File: src/hw/rtl/swm_ram.sv
module swm_ram #(
   parameter int WIDTH = 32,
   parameter int DEPTH = 64
) (
   input  logic                                   clock,
   input  logic                                   wr_en,
   input  logic [((DEPTH > 1) ? $clog2(DEPTH) : 1)-1:0] wr_addr,
   input  logic [WIDTH-1:0]                       wr_data,
   input  logic [((DEPTH > 1) ? $clog2(DEPTH) : 1)-1:0] rd_addr,
   output logic [WIDTH-1:0]                       rd_data
);

   logic [WIDTH-1:0] mem_ff [DEPTH];
   logic [WIDTH-1:0] rd_data_ff;

   always_ff @(posedge clock) begin
      if (wr_en) begin
         mem_ff[wr_addr] <= wr_data;
      end
      rd_data_ff <= mem_ff[rd_addr];
   end

   assign rd_data = rd_data_ff;

endmodule

File: config.mk
export PLATFORM = sky130hd
export DESIGN_NAME = swm_ram
export DESIGN_NICKNAME = d
export VERILOG_FILES = /design/src/hw/rtl/swm_ram.sv
export SDC_FILE = /design/constraint.sdc
export NUM_CORES = 2
export LEC_CHECK = 0
export BUFFER_PORTS_ARGS = -buffer_cell sky130_fd_sc_hd__buf_2
export CORE_ASPECT_RATIO = 1.4
export CORE_MARGIN = 4
export CORE_UTILIZATION = 55
export CTS_CLUSTER_SIZE = 10
export DETAILED_ROUTE_END_ITERATION = 7
export PLACE_DENSITY = 0.73
export SETUP_SLACK_MARGIN = 0.3
export SLEW_MARGIN = 20
export SYNTH_ARGS = -nofsm -noshare
export SYNTH_HDL_FRONTEND = slang
export SYNTH_SLANG_ARGS = --single-unit
File: constraint.sdc
create_clock -name clock -period 5.7 [get_ports clock]
set_input_delay 1.14 -clock clock [delete_from_list [all_inputs] [get_ports clock]]
set_output_delay 1.14 -clock clock [all_outputs]
set_load 0.1 [all_outputs]
==> tab_implementation.tex <==
\begin{tabular}{lr}
\hline
Metric & Value \\
\hline
\multicolumn{2}{l}{\textbf{Layout}} \\
Footprint of the flip-flops and latches & 62140 sq um \\
Total area of multi-input combinational cells & 15970 sq um \\
Fillers & 9054 \\
Final net count & 3635 \\
P\&R area growth vs syn & 12.89\% \\
Post-layout utilization of the core & 0.6271 \\
Share of post-route cells with drive strength above 1 & 0.2871 \\
\multicolumn{2}{l}{\textbf{Timing}} \\
Maximum frequency from static timing analysis & 0.2666 GHz \\
Max Transition Viols Final & 0 \\
Final number of hold-violating endpoints & 0 \\
Final worst path period share & 0.6581 \\
Final Critical Period & 3.751 ns \\
Worst hold margin & 0.7312 ns \\
Max\_slew headroom & 0.2571 \\
Setup violations, final & 0 \\
Worst Max-Slew Pin Slew & 1.114 ns \\
Clock Skew & 0.03719 ns \\
Setup repair after global routing missed its margin & no \\
Setup tns final & 0 ns \\
\multicolumn{2}{l}{\textbf{Synthesis}} \\
Synthesized cell area & 78520 sq um \\
Post-synthesis area per instance & 23.62 sq um \\
Yosys synthesis warning count & 0 \\
Count of different cell masters after synthesis & 34 \\
\#FFs+latches synth & 2080 \\
Sequential fraction of the synthesis area & 0.7914 \\
Net count after synthesis & 3370 \\
Number of cells produced by synthesis & 3324 \\
\multicolumn{2}{l}{\textbf{Die}} \\
Height of the chip & 455.1 um \\
\# rows & 163 \\
Area of the die & 149000 sq um \\
Initial core utilization & 0.5555 \\
Horizontal die dimension & 327.3 um \\
Core ar. & 141300 sq um \\
Number of ports placed on the die boundary & 78 \\
\multicolumn{2}{l}{\textbf{Setup path}} \\
Capturing element type of the critical path & register \\
Sequence of cells on the critical path & buf\_8 > buf\_12 > buf\_4 > mux4\_2 > mux4\_2 > o22ai\_1 > nor2\_1 \\
Required time worst endpoint & 6.35 ns \\
Cell with the largest stage delay on the worst path & sky130\_fd\_sc\_hd\_\_o22ai\_1 \\
Critical path's largest stage delay & 0.69 ns \\
Reg-to-Reg End & rd\_data[9] \\
Minimum setup slack among reg-to-reg paths & 3.34 ns \\
Most common cell type on the critical path & sky130\_fd\_sc\_hd\_\_mux4\_2 \\
Register-to-Register Path Depth & 4 \\
Category of the most critical setup path & in2reg \\
FF-to-FF Start & mem\_ff[26][9] \\
Cell type group with the largest total delay on the critical path & buffers and inverters \\
Element type at the critical path start & input pin \\
Critical path peak fanout & 82 \\
Critical path arrival & 4.40 ns \\
Count of buffering cells on the critical path with inverters included & 3 \\
\multicolumn{2}{l}{\textbf{Clocking}} \\
Number of buffers inserted by hold repair at cts & 0 \\
CTS H-tree depth & 4 \\
TritonCTS buffer count & 226 \\
Sinks on the clock net & 2080 \\
Insertion delay to the later sink of the worst-skew pair & 0.84 ns \\
CTS Root Buffer Type & sky130\_fd\_sc\_hd\_\_clkbuf\_16 \\
Cells resized by post-CTS repair & 0 \\
Worst-path clk slew & 0.06 ns \\
TritonCTS clock tree & done \\
Number of setup buffers added after CTS & 0 \\
CTS Buffer Depth & 3 \\
\multicolumn{2}{l}{\textbf{Routing}} \\
Vias after detailed routing & 37.70k \\
Remaining DRCs & 0 \\
Average via count per standard cell & 6.689 \\
Number of nets still failing antenna checks after routing & 0 \\
Starting DRC count in detailed routing & 5849 \\
First-pass detailed-route iteration total & 5 \\
Routed WL & 199.4 mm \\
Routed len/inst & 35.37 um \\
\multicolumn{2}{l}{\textbf{Worst hold path}} \\
Cell count of the worst hold path & 1 \\
Endpoint of the worst hold path & mem\_ff[31][3] \\
Class of the tightest hold or removal check & in2reg \\
Hold path startpoint & wr\_data[3] \\
\multicolumn{2}{l}{\textbf{Global route}} \\
Remaining global-route overflow & 0 \\
GRT Total Usage & 0.2728 \\
Initial antenna violation count & 11 \\
Pin count of the biggest net entering global routing & 83 \\
Number of global-route vias before repair & 39.04k \\
First-pass GRT wire length & 285.6 mm \\
\multicolumn{2}{l}{\textbf{Place}} \\
Detailed Place HPWL & 110.8 mm \\
GPL Wtd Cong & 0.7824 \\
Number of buffer cells added on primary ports & 77 \\
\multicolumn{2}{l}{\textbf{Power and ir drop}} \\
Worst ir drop on vdd & 0.2713 mV \\
Power density over the cells & 357.2 nW/um\^{}2 \\
Cell leakage power & 27.54 nW \\
Overall power & 31.66 mW \\
\multicolumn{2}{l}{\textbf{Run}} \\
Count of max-cap constraint violations & 0 \\
\multicolumn{2}{l}{\textbf{Outcome}} \\
Result of the run & finished clean \\
\hline
\end{tabular}
through the flow:
| stage | setup WS [ns] | cells | instance area (sq um) |
|---|---|---|---|
| final | 1.949 | 5636 | 88640 |
| after global routing | 1.982 | 5628 | 88620 |
| after CTS | 1.970 | 5623 | 88470 |
| after detailed placement | 1.111 | 5254 | 82110 |
| after global placement | 1.098 | 5253 | 82090 |
| after floorplan | 1.400 | 3324 | 78520 |
flip-flops by register name (all words and copies together), names as in the netlist:
name	cells
mem_ff	2048
rd_data	32
cells by family after synthesis:
family | count (synthesis) | synth area share
AOI/OAI and AO/OA | 202 | 0.01673
buffers and inverters | 182 | 0.01128
DFF | 2080 | 0.7914
muxes | 637 | 0.1679
and+or+nand+nor | 223 | 0.01265
worst max-delay path by stage:
stage          startpoint            end  slack (ns)  cells past startpoint
2_1_floorplan  wr_addr[3]  mem_ff[48][0]        1.40                      4
3_3_place_gp   rd_addr[1]    rd_data[15]        1.10                      7
3_5_place_dp   rd_addr[1]    rd_data[15]        1.11                      7
4_1_cts        rd_addr[1]     rd_data[9]        1.97                      7
5_1_grt        rd_addr[1]     rd_data[9]        1.98                      7
6_report       rd_addr[1]     rd_data[9]        1.95                      7
where the power goes:
group	internal, mW	switching [mW]
clock	7.34	5.56
combinational	0.568	1.17
sequential	16.9	0.0813
total	24.9	6.81
routing by layer:
metal,part of all wire,global-route usage,up-vias
met5,0.00025,0,-
met1,0.35,0.3638,20100
met2,0.51,0.4541,2430
met3,0.10,0.05358,394
li1,-,-,14770
met4,0.040,0.1041,8
synth_stat cells, drive strengths merged:
| library cell | number | area share |
|---|---|---|
| buf | 108 | 0.0077 |
| a22oi | 12 | 0.0011 |
| nand4b | 1 | 0.00011 |
| edfxtp | 2048 | 0.78 |
| a41o | 4 | 0.00051 |
| clkbuf | 74 | 0.0035 |
| o221ai | 27 | 0.0030 |
| nand3 | 5 | 0.00032 |
| and3 | 4 | 0.00032 |
| or2 | 3 | 0.00024 |
| o32ai | 4 | 0.00045 |
| dfxtp | 32 | 0.0082 |
| nor3 | 7 | 0.00045 |
| a21oi | 62 | 0.0040 |
| nor2 | 137 | 0.0065 |
| a311oi | 8 | 0.00089 |
| mux2i | 93 | 0.012 |
| nand3b | 5 | 0.00048 |
| nand2 | 26 | 0.0012 |
| and2 | 2 | 0.00016 |
| o22ai | 84 | 0.0067 |
| nand2b | 8 | 0.00064 |
| a31oi | 1 | 0.000080 |
| or3b | 5 | 0.00056 |
| mux4 | 544 | 0.16 |
| or3 | 3 | 0.00024 |
| nand4 | 2 | 0.00016 |
| nor2b | 15 | 0.0012 |
layout by cell type (no fill, tap or decap), drive strengths merged, types with 5 or more instances in the layout:
| cell type | synthesis | layout |
|---|---|---|
| nand2b | 8 | 8 |
| mux2i | 93 | 93 |
| o22ai | 84 | 84 |
| buf | 108 | 219 |
| o221ai | 27 | 27 |
| a311oi | 8 | 8 |
| edfxtp | 2048 | 2048 |
| nor3 | 7 | 7 |
| nor2b | 15 | 15 |
| nand2 | 26 | 26 |
| or3b | 5 | 5 |
| mux4 | 544 | 544 |
| dfxtp | 32 | 32 |
| clkinv | 0 | 6 |
| a21oi | 62 | 62 |
| nor2 | 137 | 137 |
| a22oi | 12 | 12 |
| nand3b | 5 | 5 |
| diode | 0 | 9 |
| clkbuf | 74 | 359 |
| nand3 | 5 | 5 |
area by class of cell:
type / instances / area share
Clock buffer: 359 / 0.06992
Antenna cell: 9 / 0.0002541
Tap cell: 1897 / 0.02678
Timing Repair Buffer: 219 / 0.02002
Multi-Input combinational cell: 1062 / 0.1802
Clock inverter: 10 / 0.001807
Sequential cell: 2080 / 0.7011
(Power assumes the default switching activity.)
